$ cat config.mk
export PLATFORM = sky130hd
export DESIGN_NAME = cps_back
export DESIGN_NICKNAME = d
export VERILOG_FILES = /design/src/rtl/cps_pkg.sv /design/src/rtl/cps_back.sv
export SDC_FILE = /design/constraint.sdc
export NUM_CORES = 2
export LEC_CHECK = 0
export BUFFER_PORTS_ARGS = -buffer_cell sky130_fd_sc_hd__buf_4
export CORE_ASPECT_RATIO = 1.5
export CORE_MARGIN = 5
export CORE_UTILIZATION = 45
export CTS_BUF_LIST = sky130_fd_sc_hd__clkbuf_16
export DETAILED_ROUTE_END_ITERATION = 7
export PLACE_DENSITY = 0.75
export SLEW_MARGIN = 25
export SYNTH_ARGS = -nofsm -noshare
export SYNTH_HDL_FRONTEND = slang
export SYNTH_SLANG_ARGS = --single-unit
$ cat constraint.sdc
create_clock -name i_clk -period 8.24 [get_ports i_clk]
set_input_delay 0.824 -clock i_clk [delete_from_list [all_inputs] [get_ports i_clk]]
set_output_delay 0.824 -clock i_clk [all_outputs]
set_load 0.005 [all_outputs]
$ cat src/rtl/cps_pkg.sv
`timescale 1ns / 1ps
// ----------------------------------------------------------------------------
// cps_pkg
// Widths, types and helpers of the closest point on segment pipeline.
// ----------------------------------------------------------------------------
package cps_pkg;

    localparam int COORD_W = 24;
    localparam int FRAC_W  = 16;
    localparam int DIFF_W  = COORD_W + 1;
    localparam int PROD_W  = 2 * DIFF_W;
    localparam int DEN_W   = 2 * COORD_W + 2;
    localparam int DOT_W   = 2 * COORD_W + 4;
    localparam int T_W     = FRAC_W + 1;
    localparam int SCL_W   = DIFF_W + T_W + 1;
    localparam int MIN_W   = 32;
    localparam int DATA_W  = 32;
    localparam int ADDR_W  = 5;

    localparam logic [T_W-1:0] T_ONE = {1'b1, {FRAC_W{1'b0}}};

    typedef enum logic [2:0] {
        REG_A_X,
        REG_A_Y,
        REG_A_Z,
        REG_B_X,
        REG_B_Y,
        REG_B_Z,
        REG_MIN_SQR
    } t_reg_idx;

    typedef logic [COORD_W-1:0]         t_coord;
    typedef logic [2:0][COORD_W-1:0]    t_vec3;

    typedef struct packed {
        t_vec3 a;
        t_vec3 b;
    } t_seg;

    typedef struct packed {
        logic signed [DOT_W-1:0] dot;
        logic [DEN_W-1:0]        den;
    } t_sums;

    typedef struct packed {
        logic [T_W-1:0] t;
        logic           degen;
    } t_param;

    // Sign-extended difference x - y.
    function automatic logic signed [DIFF_W-1:0] f_diff(t_coord x, t_coord y);
        return $signed({x[COORD_W-1], x}) - $signed({y[COORD_W-1], y});
    endfunction

endpackage

$ cat src/rtl/cps_back.sv
`timescale 1ns / 1ps
// ----------------------------------------------------------------------------
// cps_back
// Scale B-A by t, then add A; the second stage is the output register.
// ----------------------------------------------------------------------------
module cps_back (
    input  logic            i_clk,
    input  logic            i_rst_n,
    input  cps_pkg::t_seg   i_seg,
    input  logic            i_valid,
    output logic            o_ready,
    input  cps_pkg::t_param i_param,
    output logic            o_valid,
    input  logic            i_ready,
    output cps_pkg::t_vec3  o_near,
    output cps_pkg::t_param o_param
);
    import cps_pkg::*;

    logic [1:0] r_v;
    logic [1:0] w_en;

    logic signed [SCL_W-1:0] r_scl [3];
    logic signed [SCL_W-1:0] w_shr [3];
    t_param                  r_p1;
    t_param                  r_p2;
    t_vec3                   n_near;
    t_vec3                   r_near;

    always_comb begin
        w_en[1] = !r_v[1] || i_ready;
        w_en[0] = !r_v[0] || w_en[1];
    end

    assign o_ready = w_en[0];
    assign o_valid = r_v[1];
    assign o_near  = r_near;
    assign o_param = r_p2;

    // arithmetic shift gives the floor for negative spans
    always_comb begin
        for (int i = 0; i < 3; i++) begin
            w_shr[i]  = r_scl[i] >>> FRAC_W;
            n_near[i] = COORD_W'(w_shr[i]) + i_seg.a[i];
        end
    end

    always_ff @(posedge i_clk) begin
        if (!i_rst_n) begin
            r_v <= '0;
        end else begin
            if (w_en[0]) r_v[0] <= i_valid;
            if (w_en[1]) r_v[1] <= r_v[0];
        end
    end

    always_ff @(posedge i_clk) begin
        if (w_en[0]) begin
            for (int i = 0; i < 3; i++) begin
                r_scl[i] <= f_diff(i_seg.b[i], i_seg.a[i]) * $signed({1'b0, i_param.t});
            end
            r_p1 <= i_param;
        end
        if (w_en[1]) begin
            r_near <= n_near;
            r_p2   <= r_p1;
        end
    end

endmodule

==> results.md <==
- Layout cells sized above 1: 0.184
- Slew Limit Fails: 0
- Setup crit end kind: flip-flop
- Hold Crit Class: flip-flop to flip-flop
- Hold WS: 0.425 ns
- Synth area leaders: fa_1 (44%), inv_1 (10%), edfxtp_1 (9.9%), ha_1 (9.7%), and2_1 (6.1%)
- Routed Antenna Nets: 0
- GRT Total Usage: 0.233
- Setup violators final: 3
- F_max: between 0.1 and 0.15 GHz
- IO buf count: about 260
- Area leader, netlist: fa_1
- Area share of and/or/nand/nor cells after synthesis: 0.158
- Core area: about 120000 µm²
- Number of synthesized register bits: roughly 180
- Setup crit start kind: input port
- Clock latency on the worst-skew pair: about 0.56 ns
- Hold buffers post-CTS: 0
- Worst Path Max Fanout: 6
- Routed wl met2: around 80 mm
- Met3 Wirelength: 7.07 mm
- Ports: approximately 260
- Final Critical Period: ~8.3 ns
- Yosys top cell area share: 0.436
- Post-layout nets: 8342
- Synth warnings: 0
- Vias: roughly 42000
- Compound-gate portion of the synthesized area: 0.0557
- Cell Area, Synth: 54500 µm²
- Drt total wl: roughly 150 mm
- Mux share of post-synthesis cell area: 0.000184
- Post-Synth Adder-Cell Area: 0.533
- CTS tree: built
- Max_slew headroom: 0.446
- Area delta synth->final: 18.7%
- Slew of the pin with the lowest slew margin: around 0.83 ns
- Initial antenna violation count: 2
- CTS Buf Count: 17
- Vias in the first global route: between 40000 and 50000
- Combinational family with the most area after synthesis: adder cells
- Share of flip-flops with an asynchronous set or reset: 0
- Std cell rows: 156
- Final Core Density: 0.537
- Worst Slack Setup Final: -0.0485 ns
- CTS Root Cell: clkbuf_16
- WP data required: 8.56 ns
- Failing checks: setup timing
- Syn Area/Cell: 9.28 µm²
- Post-synth EDFFs: between 150 and 200
- Synthesized Nets: approximately 7700
- DR vias/cell: between 5 and 6
- Drt drc: 0
- Die ar.: approximately 130000 µm²
- Ys flop type: edfxtp_1
- Max Cap Viol: 0
- Routed length per instance: 18.0 µm
- Setup Skew: approximately 0.025 ns
- Xor/xnor share of the synthesized area: 0.0343
- Outcome: finished with violations
- Register area share after synthesis: 0.0999
- Crit path DAT: 8.61 ns
- Router iterations before antenna repair: 6
- Overflow after GRT: 0
- Critical Path Max Stage Delay: 0.56 ns
- Initial core utilization: 0.453
- Syn Inst Count: 5874
- Clock sinks: approximately 180
- Largest net degree at the start of global routing: 64
- H-tree depth: 4
- Detailed Place HPWL: roughly 120 mm
- Reg clk slew, reported paths: ~0.090 ns
- Met1 WL: 50.6 mm
- Slowest stage cell, crit path: fa_2
- Starting DRT DRC Count: between 2000 and 2500
- Critical path class: input port to flip-flop
- First-pass GRT wire length: around 240 mm
- Post-synthesis cell type count: roughly 80
- Die Width: between 200 and 300 µm
- RSZ-0062 raised after global routing: true
- Final Hold Viols: 0
- Period utilisation layout: 1.01
- Clock buffer depth: 2
- GPL Wtd Cong: ~0.94
- Uppermost layer routed: met4
- Die height: between 400 and 500 µm
-- per-stage QoR --
stage	setup TNS, ns	instances	cell area (µm²)	setup WS (ns)
after floorplan	-0.0460	5874	55100	-0.0219
after global placement	-19.69	8073	62600	-0.790
after detailed placement	-25.98	8073	62600	-0.984
after CTS	-0.0315	8125	63700	-0.0229
after global routing	-4.47	8158	64700	-0.363
final	-0.101	8159	64700	-0.0485
-- final cells by class --
cell class | instances | area (µm²)
sequential | 182 | 5450
multi-input combinational | 3976 | 44000
clock buffer | 17 | 425
timing repair buffer | 885 | 6970
clock inverter | 15 | 199
antenna | 1 | 2.50
fill | 10200 | 55700
tap | 1580 | 1980
inverter | 1503 | 5670
-- synthesized netlist by cell type (9+ instances only) --
| library cell | count |
|---|---|
| o21ai_1 | 11 |
| o21a_1 | 54 |
| a21o_1 | 45 |
| a211oi_1 | 19 |
| o21ai_0 | 69 |
| nor2b_1 | 129 |
| buf_2 | 10 |
| nand4_1 | 9 |
| nor3b_1 | 12 |
| fa_1 | 1188 |
| or3_1 | 16 |
| o31ai_1 | 13 |
| nand3_1 | 34 |
| xor2_1 | 35 |
| nor2_1 | 148 |
| clkbuf_1 | 201 |
| ha_1 | 423 |
| nand2_1 | 685 |
| a21oi_1 | 120 |
| and3_1 | 15 |
| inv_1 | 1503 |
| and2_1 | 530 |
| nand2b_1 | 51 |
| xnor2_1 | 169 |
| nor3_1 | 60 |
| edfxtp_1 | 180 |
-- cell usage in the layout, fill, tap and decap left out, types with 11 or more instances in the layout --
cell type,count
a211oi_1,15
a21o_1,45
a21oi_1,90
a21oi_2,33
and2_1,509
and2_4,21
and3_1,14
buf_12,17
buf_4,842
buf_6,22
clkbuf_16,17
edfxtp_1,180
fa_1,1165
fa_2,23
ha_1,395
ha_4,24
inv_1,1479
inv_2,18
nand2_1,672
nand2b_1,48
nand3_1,28
nor2_1,134
nor2_2,11
nor2b_1,120
nor3_1,53
o21a_1,54
o21ai_0,59
o21ai_2,12
or3_1,16
xnor2_1,148
xnor2_2,13
xor2_1,33
-- final timing paths --
kind                 from            to  slack, ns  depth (start not counted)
max              i_seg[0]  r_scl[0][39]      -0.05                         39
min              r_p1[12]   o_param[12]       0.43                          0
max reg2reg  r_scl[0][16]    o_near[22]       4.21                         14
min reg2reg      r_p1[12]   o_param[12]       0.43                          0
-- metal layers --
layer,track usage,up-vias
met1,0.253,21500
met4,0.140,0
met2,0.429,1363
met3,0.0304,514
li1,-,18800
met5,0,-
-- sequential cells by signal, indices dropped and copies added, names as in the netlist --
register  cells
r_scl        72
o_near       72
o_param      18
r_v           2
r_p1         18
-- critical path, delay by kind of cell --
family,cells,cell delay [ns]
buf+inv,8,0.62
simple gates,4,0.47
fa+ha+maj,9,3.55
compound gates,16,2.90
xor+xnor,2,0.20
-- cell families (layout without fill, tap and decap cells) --
group / Yosys count / in the layout
simple gates: 1717 / 1717
buf+inv: 1716 / 2420
fa+ha+maj: 1611 / 1611
compound gates: 439 / 439
xor+xnor: 208 / 208
flops: 182 / 182
mux: 1 / 1
other cells: 0 / 1
-- what timing repair did --
item / 4_1_cts / 5_1_grt
setup endpoints to repair: 21 / 39
pin swaps: 78 / 162
gates resized for setup: 64 / 182
buffers inserted: 21 / 35
Power is left out: the tool's default activity adds up to more than one toggle a clock period on the data nets, which glitch-free logic cannot reach.
