[config.mk]
export PLATFORM = sky130hd
export DESIGN_NAME = cps_div
export DESIGN_NICKNAME = d
export VERILOG_FILES = /design/src/rtl/cps_pkg.sv /design/src/rtl/cps_div.sv
export SDC_FILE = /design/constraint.sdc
export NUM_CORES = 2
export LEC_CHECK = 0
export BUFFER_PORTS_ARGS = -buffer_cell sky130_fd_sc_hd__buf_2
export CAP_MARGIN = 5
export CORE_UTILIZATION = 51
export CTS_BUF_LIST = sky130_fd_sc_hd__clkbuf_2 sky130_fd_sc_hd__clkbuf_4 sky130_fd_sc_hd__clkbuf_8
export CTS_CLUSTER_DIAMETER = 80
export DETAILED_ROUTE_END_ITERATION = 10
export GPL_TIMING_DRIVEN = 1
export HOLD_SLACK_MARGIN = 0.1
export PLACE_DENSITY_LB_ADDON = 0.05
export SYNTH_ARGS = -nofsm -noshare
export SYNTH_HDL_FRONTEND = slang
export SYNTH_SLANG_ARGS = --single-unit
[constraint.sdc]
create_clock -name i_clk -period 5.15 [get_ports i_clk]
set_input_delay 0.515 -clock i_clk [delete_from_list [all_inputs] [get_ports i_clk]]
set_output_delay 0.515 -clock i_clk [all_outputs]
set_load 0.02 [all_outputs]
[src/rtl/cps_pkg.sv]
`timescale 1ns / 1ps
// ----------------------------------------------------------------------------
// cps_pkg
// Widths, types and helpers of the closest point on segment pipeline.
// ----------------------------------------------------------------------------
package cps_pkg;

    localparam int COORD_W = 24;
    localparam int FRAC_W  = 16;
    localparam int DIFF_W  = COORD_W + 1;
    localparam int PROD_W  = 2 * DIFF_W;
    localparam int DEN_W   = 2 * COORD_W + 2;
    localparam int DOT_W   = 2 * COORD_W + 4;
    localparam int T_W     = FRAC_W + 1;
    localparam int SCL_W   = DIFF_W + T_W + 1;
    localparam int MIN_W   = 32;
    localparam int DATA_W  = 32;
    localparam int ADDR_W  = 5;

    localparam logic [T_W-1:0] T_ONE = {1'b1, {FRAC_W{1'b0}}};

    typedef enum logic [2:0] {
        REG_A_X,
        REG_A_Y,
        REG_A_Z,
        REG_B_X,
        REG_B_Y,
        REG_B_Z,
        REG_MIN_SQR
    } t_reg_idx;

    typedef logic [COORD_W-1:0]         t_coord;
    typedef logic [2:0][COORD_W-1:0]    t_vec3;

    typedef struct packed {
        t_vec3 a;
        t_vec3 b;
    } t_seg;

    typedef struct packed {
        logic signed [DOT_W-1:0] dot;
        logic [DEN_W-1:0]        den;
    } t_sums;

    typedef struct packed {
        logic [T_W-1:0] t;
        logic           degen;
    } t_param;

    // Sign-extended difference x - y.
    function automatic logic signed [DIFF_W-1:0] f_diff(t_coord x, t_coord y);
        return $signed({x[COORD_W-1], x}) - $signed({y[COORD_W-1], y});
    endfunction

endpackage

[src/rtl/cps_div.sv]
`timescale 1ns / 1ps
// ----------------------------------------------------------------------------
// cps_div
// Clamp decision followed by a restoring divider, one quotient bit a stage.
// ----------------------------------------------------------------------------
module cps_div (
    input  logic                      i_clk,
    input  logic                      i_rst_n,
    input  logic [cps_pkg::MIN_W-1:0] i_min_sqr,
    input  logic                      i_valid,
    output logic                      o_ready,
    input  cps_pkg::t_sums            i_sums,
    output logic                      o_valid,
    input  logic                      i_ready,
    output cps_pkg::t_param           o_param
);
    import cps_pkg::*;

    localparam int NS = FRAC_W + 1;

    logic [NS-1:0] r_v;
    logic [NS-1:0] w_en;

    logic [DEN_W-1:0]  r_rem   [NS];
    logic [DEN_W-1:0]  n_rem   [NS];
    logic [DEN_W-1:0]  r_den   [NS];
    logic [FRAC_W-1:0] r_quo   [NS];
    logic [FRAC_W-1:0] n_quo   [NS];
    logic [NS-1:0]     r_zero;
    logic [NS-1:0]     r_one;
    logic [NS-1:0]     r_degen;

    logic w_degen;
    logic w_zero;
    logic w_one;

    always_comb begin
        w_en[NS-1] = !r_v[NS-1] || i_ready;
        for (int k = NS - 2; k >= 0; k--) begin
            w_en[k] = !r_v[k] || w_en[k+1];
        end
    end

    assign o_ready = w_en[0];
    assign o_valid = r_v[NS-1];

    always_comb begin
        logic [DEN_W:0] sh;
        w_degen  = i_sums.den <= DEN_W'(i_min_sqr);
        w_zero   = w_degen || (i_sums.dot <= 0);
        w_one    = !w_zero && ($signed({2'b00, i_sums.den}) <= i_sums.dot);
        // only a dot strictly inside (0, den) enters the divider
        n_rem[0] = (w_zero || w_one) ? '0 : DEN_W'(i_sums.dot);
        n_quo[0] = '0;
        for (int k = 1; k < NS; k++) begin
            sh = {r_rem[k-1], 1'b0};
            if (sh >= {1'b0, r_den[k-1]}) begin
                n_rem[k] = DEN_W'(sh - {1'b0, r_den[k-1]});
                n_quo[k] = {r_quo[k-1][FRAC_W-2:0], 1'b1};
            end else begin
                n_rem[k] = sh[DEN_W-1:0];
                n_quo[k] = {r_quo[k-1][FRAC_W-2:0], 1'b0};
            end
        end
    end

    always_ff @(posedge i_clk) begin
        if (!i_rst_n) begin
            r_v <= '0;
        end else begin
            if (w_en[0]) r_v[0] <= i_valid;
            for (int k = 1; k < NS; k++) begin
                if (w_en[k]) r_v[k] <= r_v[k-1];
            end
        end
    end

    always_ff @(posedge i_clk) begin
        if (w_en[0]) begin
            r_rem[0]   <= n_rem[0];
            r_quo[0]   <= n_quo[0];
            r_den[0]   <= i_sums.den;
            r_zero[0]  <= w_zero;
            r_one[0]   <= w_one;
            r_degen[0] <= w_degen;
        end
        for (int k = 1; k < NS; k++) begin
            if (w_en[k]) begin
                r_rem[k]   <= n_rem[k];
                r_quo[k]   <= n_quo[k];
                r_den[k]   <= r_den[k-1];
                r_zero[k]  <= r_zero[k-1];
                r_one[k]   <= r_one[k-1];
                r_degen[k] <= r_degen[k-1];
            end
        end
    end

    always_comb begin
        if (r_one[NS-1]) begin
            o_param.t = T_ONE;
        end else if (r_zero[NS-1]) begin
            o_param.t = '0;
        end else begin
            o_param.t = {1'b0, r_quo[NS-1]};
        end
        o_param.degen = r_degen[NS-1];
    end

endmodule

==> flow_metrics.tcl <==
set metrics [dict create \
    hp-class "in -> reg" \
    vias 82023 \
    cts_tree "done" \
    start_util_pct 51.4 \
    relSlewSlack_pct 25.4 \
    switching_share_pct 40.6 \
    critPathKind "reg -> reg" \
    cp_max_fo 53 \
    seq_area_frac_synth_pct 48.9 \
    die_x_um 467 \
    grt_pass1_wl_um 462000 \
    endpoint_kind "flop" \
    nFillCells 18349 \
    syn_area_per_cell_um2 10.3 \
    status "finished, final reports clean" \
    p_comb_share_pct 49.6 \
    syn_area_um2 110000 \
    clockRootBuffer "clkbuf_8" \
    post-cts-setup-buffer-count 0 \
    grt_pass1_vias 83468 \
    cts.sink_count 1804 \
    worst_pin_slew_ns 1.12 \
    grt_use_total_pct 27.3 \
    routed_wl_um 302000 \
    yosysWarnings 0 \
    synth_edf_count 1787 \
    vias_per_cell 5.76 \
    crit_path_start_kind "flop" \
    clockBufferDepth 4 \
    nets 12178 \
    leakage_nw 53.4 \
    power.internal_mw 45.3 \
    max_freq_ghz 0.207 \
    rows 170 \
    p_total_mw 76.2 \
    drc 0 \
    core_um2 215000 \
    path_clk_slew_ns 0.06 \
    p_sw_mw 30.9 \
    wire_per_inst_um 21.2 \
    dp_hpwl_um 240000 \
    ir_drop_mv 0.343 \
    finalSetupViolations 0 \
    grt_max_degree 114 \
    required_ns 5.89 \
    io_pins 158 \
    die_y_um 467 \
    rsz0062_at_grt "no" \
    slew_viol_final 0 \
    synth_fp_nets 11787 \
    drtAntennaViolNets 0 \
    min_period_ns 4.82 \
    ys.flop_type "edfxtp_1" \
    syn_inst 10753 \
    cellPowerDensity_nw_per_um2 620 \
    firstDrtPassIters 6 \
    clock_skew_ns 0.0829 \
    area_delta_synth_final_pct 11.3 \
    portBuffers 157 \
    period_share_pct 93.6 \
    synth-async-reset-ratio_pct 0 \
    die-area_um2 218000 \
    worstPathArrival_ns 5.56 \
    ctsHtreeMaxLevel 5 \
    finalWeightedCongestion 1.02 \
    antenna_found_initial 8 \
    tns_ns 0 \
    p_clk_share_pct 18.0 \
    layout-drive-gt1-share_pct 8.83 \
    p_seq_share_pct 32.4 \
    hold_violations 0 \
    clk_latency_ns 1.07 \
    grt_overflow 0 \
    drtIter0Drc 4935 \
    drv_cap 0 \
    ys_types 98 \
    ys_ff_latch 1804 \
    numCtsBuffers 332 \
]
-- cells in the final DEF (no fill, tap or decap), types with 194 or more instances in the layout --
master | synthesis | layout
clkbuf_8 | 0 | 337
ha_1 | 881 | 881
nor2_1 | 801 | 799
nand2_1 | 679 | 672
nand3_1 | 203 | 202
inv_1 | 1100 | 1091
xor2_1 | 275 | 275
xnor2_1 | 391 | 391
a21oi_1 | 1149 | 1148
a21o_1 | 533 | 533
o21ai_0 | 541 | 541
edfxtp_1 | 1787 | 1787
nand4_1 | 194 | 194
-- Yosys cell counts (18+ instances only) --
cell type / number / area share [%]
edfxtp_1: 1787 / 49
a211oi_1: 79 / 0.54
a311oi_1: 19 / 0.15
a21boi_0: 25 / 0.17
nor2b_1: 114 / 0.65
o221ai_1: 18 / 0.14
mux2_2: 48 / 0.49
a21o_1: 533 / 3.6
a21oi_1: 1149 / 5.2
o31ai_1: 59 / 0.40
or2_2: 29 / 0.16
or3_1: 33 / 0.19
a31oi_1: 107 / 0.61
xnor2_1: 391 / 3.1
nand2_1: 679 / 2.3
nand2b_1: 102 / 0.58
nor4_1: 62 / 0.35
ha_1: 881 / 10
xor2_1: 275 / 2.2
o21ai_1: 90 / 0.41
buf_2: 48 / 0.22
nor3_1: 111 / 0.50
o211ai_1: 35 / 0.24
o21bai_1: 106 / 0.72
o21ai_0: 541 / 2.5
and2_1: 118 / 0.67
a41oi_1: 18 / 0.14
o21a_1: 102 / 0.69
clkbuf_1: 322 / 1.1
a211o_1: 20 / 0.16
and4_1: 33 / 0.26
nand3_1: 203 / 0.92
a2111oi_0: 25 / 0.20
nor2_1: 801 / 2.7
mux2_1: 92 / 0.94
and3_1: 80 / 0.45
nand4_1: 194 / 1.1
a221oi_1: 26 / 0.21
inv_1: 1100 / 3.7
o31a_1: 18 / 0.14
-- metrics by stage --
stage | area, um^2 | util, % | worst slack, ns | instances | hold slack (ns)
3_5_place_dp | 115000 | 53.6 | 0.0290 | 13542 | 0.405
6_report | 123000 | 57.2 | 0.330 | 14229 | 0.243
3_3_place_gp | 115000 | 53.6 | 0.0422 | 13542 | 0.401
2_1_floorplan | 110000 | - | 0.0884 | 10753 | 0.400
4_1_cts | 123000 | 57.2 | 0.0282 | 14217 | 0.131
5_1_grt | 123000 | 57.2 | 0.0251 | 14227 | 0.167
-- final cells by class --
| type | count | area (um^2) | share of cell area, % |
|---|---|---|---|
| Antenna cell | 12 | 30.0 | 0.0244 |
| Timing Repair Buffer | 445 | 3610 | 2.94 |
| Tap cell | 2838 | 3550 | 2.89 |
| Multi-Input combinational cell | 7457 | 50900 | 41.5 |
| Inverter | 1104 | 4170 | 3.39 |
| Clock buffer | 413 | 5210 | 4.24 |
| Clock inverter | 156 | 1310 | 1.07 |
| Sequential cell | 1804 | 54000 | 44.0 |
-- timing repair --
item	CTS	global route
hold buffers	106	0
cloned	0	0
hold endpoints to repair	119	0
endpoints found under the setup margin	5	30
gates resized for setup	6	3
-- final timing paths --
| check | start | end | slack [ns] | cells after the start |
|---|---|---|---|---|
| min | i_sums[18] | r_den[0][18] | 0.24 | 2 |
| max reg2reg | r_rem[0][107] | r_rem[0][167] | 0.33 | 13 |
| max | r_rem[0][107] | r_rem[0][167] | 0.33 | 13 |
| min reg2reg | r_quo[0][208] | r_quo[0][225] | 0.38 | 0 |
-- power groups by stage --
| stage | clock network [mW] | registers, mW | logic [mW] |
|---|---|---|---|
| after global routing | 14.7 | 25.0 | 41.6 |
| after CTS | 14.1 | 24.6 | 37.5 |
| after floorplan | 0 | 23.7 | 27.6 |
| after global placement | 0 | 24.9 | 36.7 |
| final | 13.7 | 24.7 | 37.8 |
| after detailed placement | 0 | 24.9 | 37.2 |
-- layer usage --
metal | global-route usage, % | part of all wire, % | up-vias
li1 | - | - | 39986
met1 | 26.8 | 36 | 38830
met2 | 51.9 | 53 | 2240
met3 | 3.36 | 3.4 | 963
met4 | 20.3 | 8.3 | 4
met5 | 0 | 0.0086 | -
-- critical path, cell delays in order (launching register included) --
cell	delay (ns)
edfxtp_1	0.41
ha_1	0.46
nand2_1	0.09
o21ai_1	0.24
a2111oi_0	0.19
o32ai_2	0.59
o211ai_1	0.20
buf_4	0.19
a32oi_1	0.54
a31oi_1	0.18
a211oi_1	0.50
a31o_4	0.26
buf_12	0.25
mux2_1	0.37
-- cells by family (layout without fill, tap and decap cells) --
| kind of cell | after synthesis | count (layout) | share of synthesized area [%] |
|---|---|---|---|
| AOI/OAI and AO/OA | 3127 | 3127 | 17.6 |
| and+or+nand+nor | 2621 | 2621 | 11.3 |
| DFF | 1804 | 1804 | 48.9 |
| buffers and inverters | 1492 | 2118 | 5.15 |
| adders and majority gates | 896 | 896 | 10.3 |
| xor gates and xnor gates | 666 | 666 | 5.28 |
| muxes | 147 | 147 | 1.50 |
| other | 0 | 12 | 0 |
-- registers in the layout, indices dropped and copies added (netlist names) --
register and count:
r_one 17, r_quo 136, r_degen 17, r_den 800, r_v 17, r_zero 17, r_rem 800
Note: power is estimated with default switching activity, not from simulation.
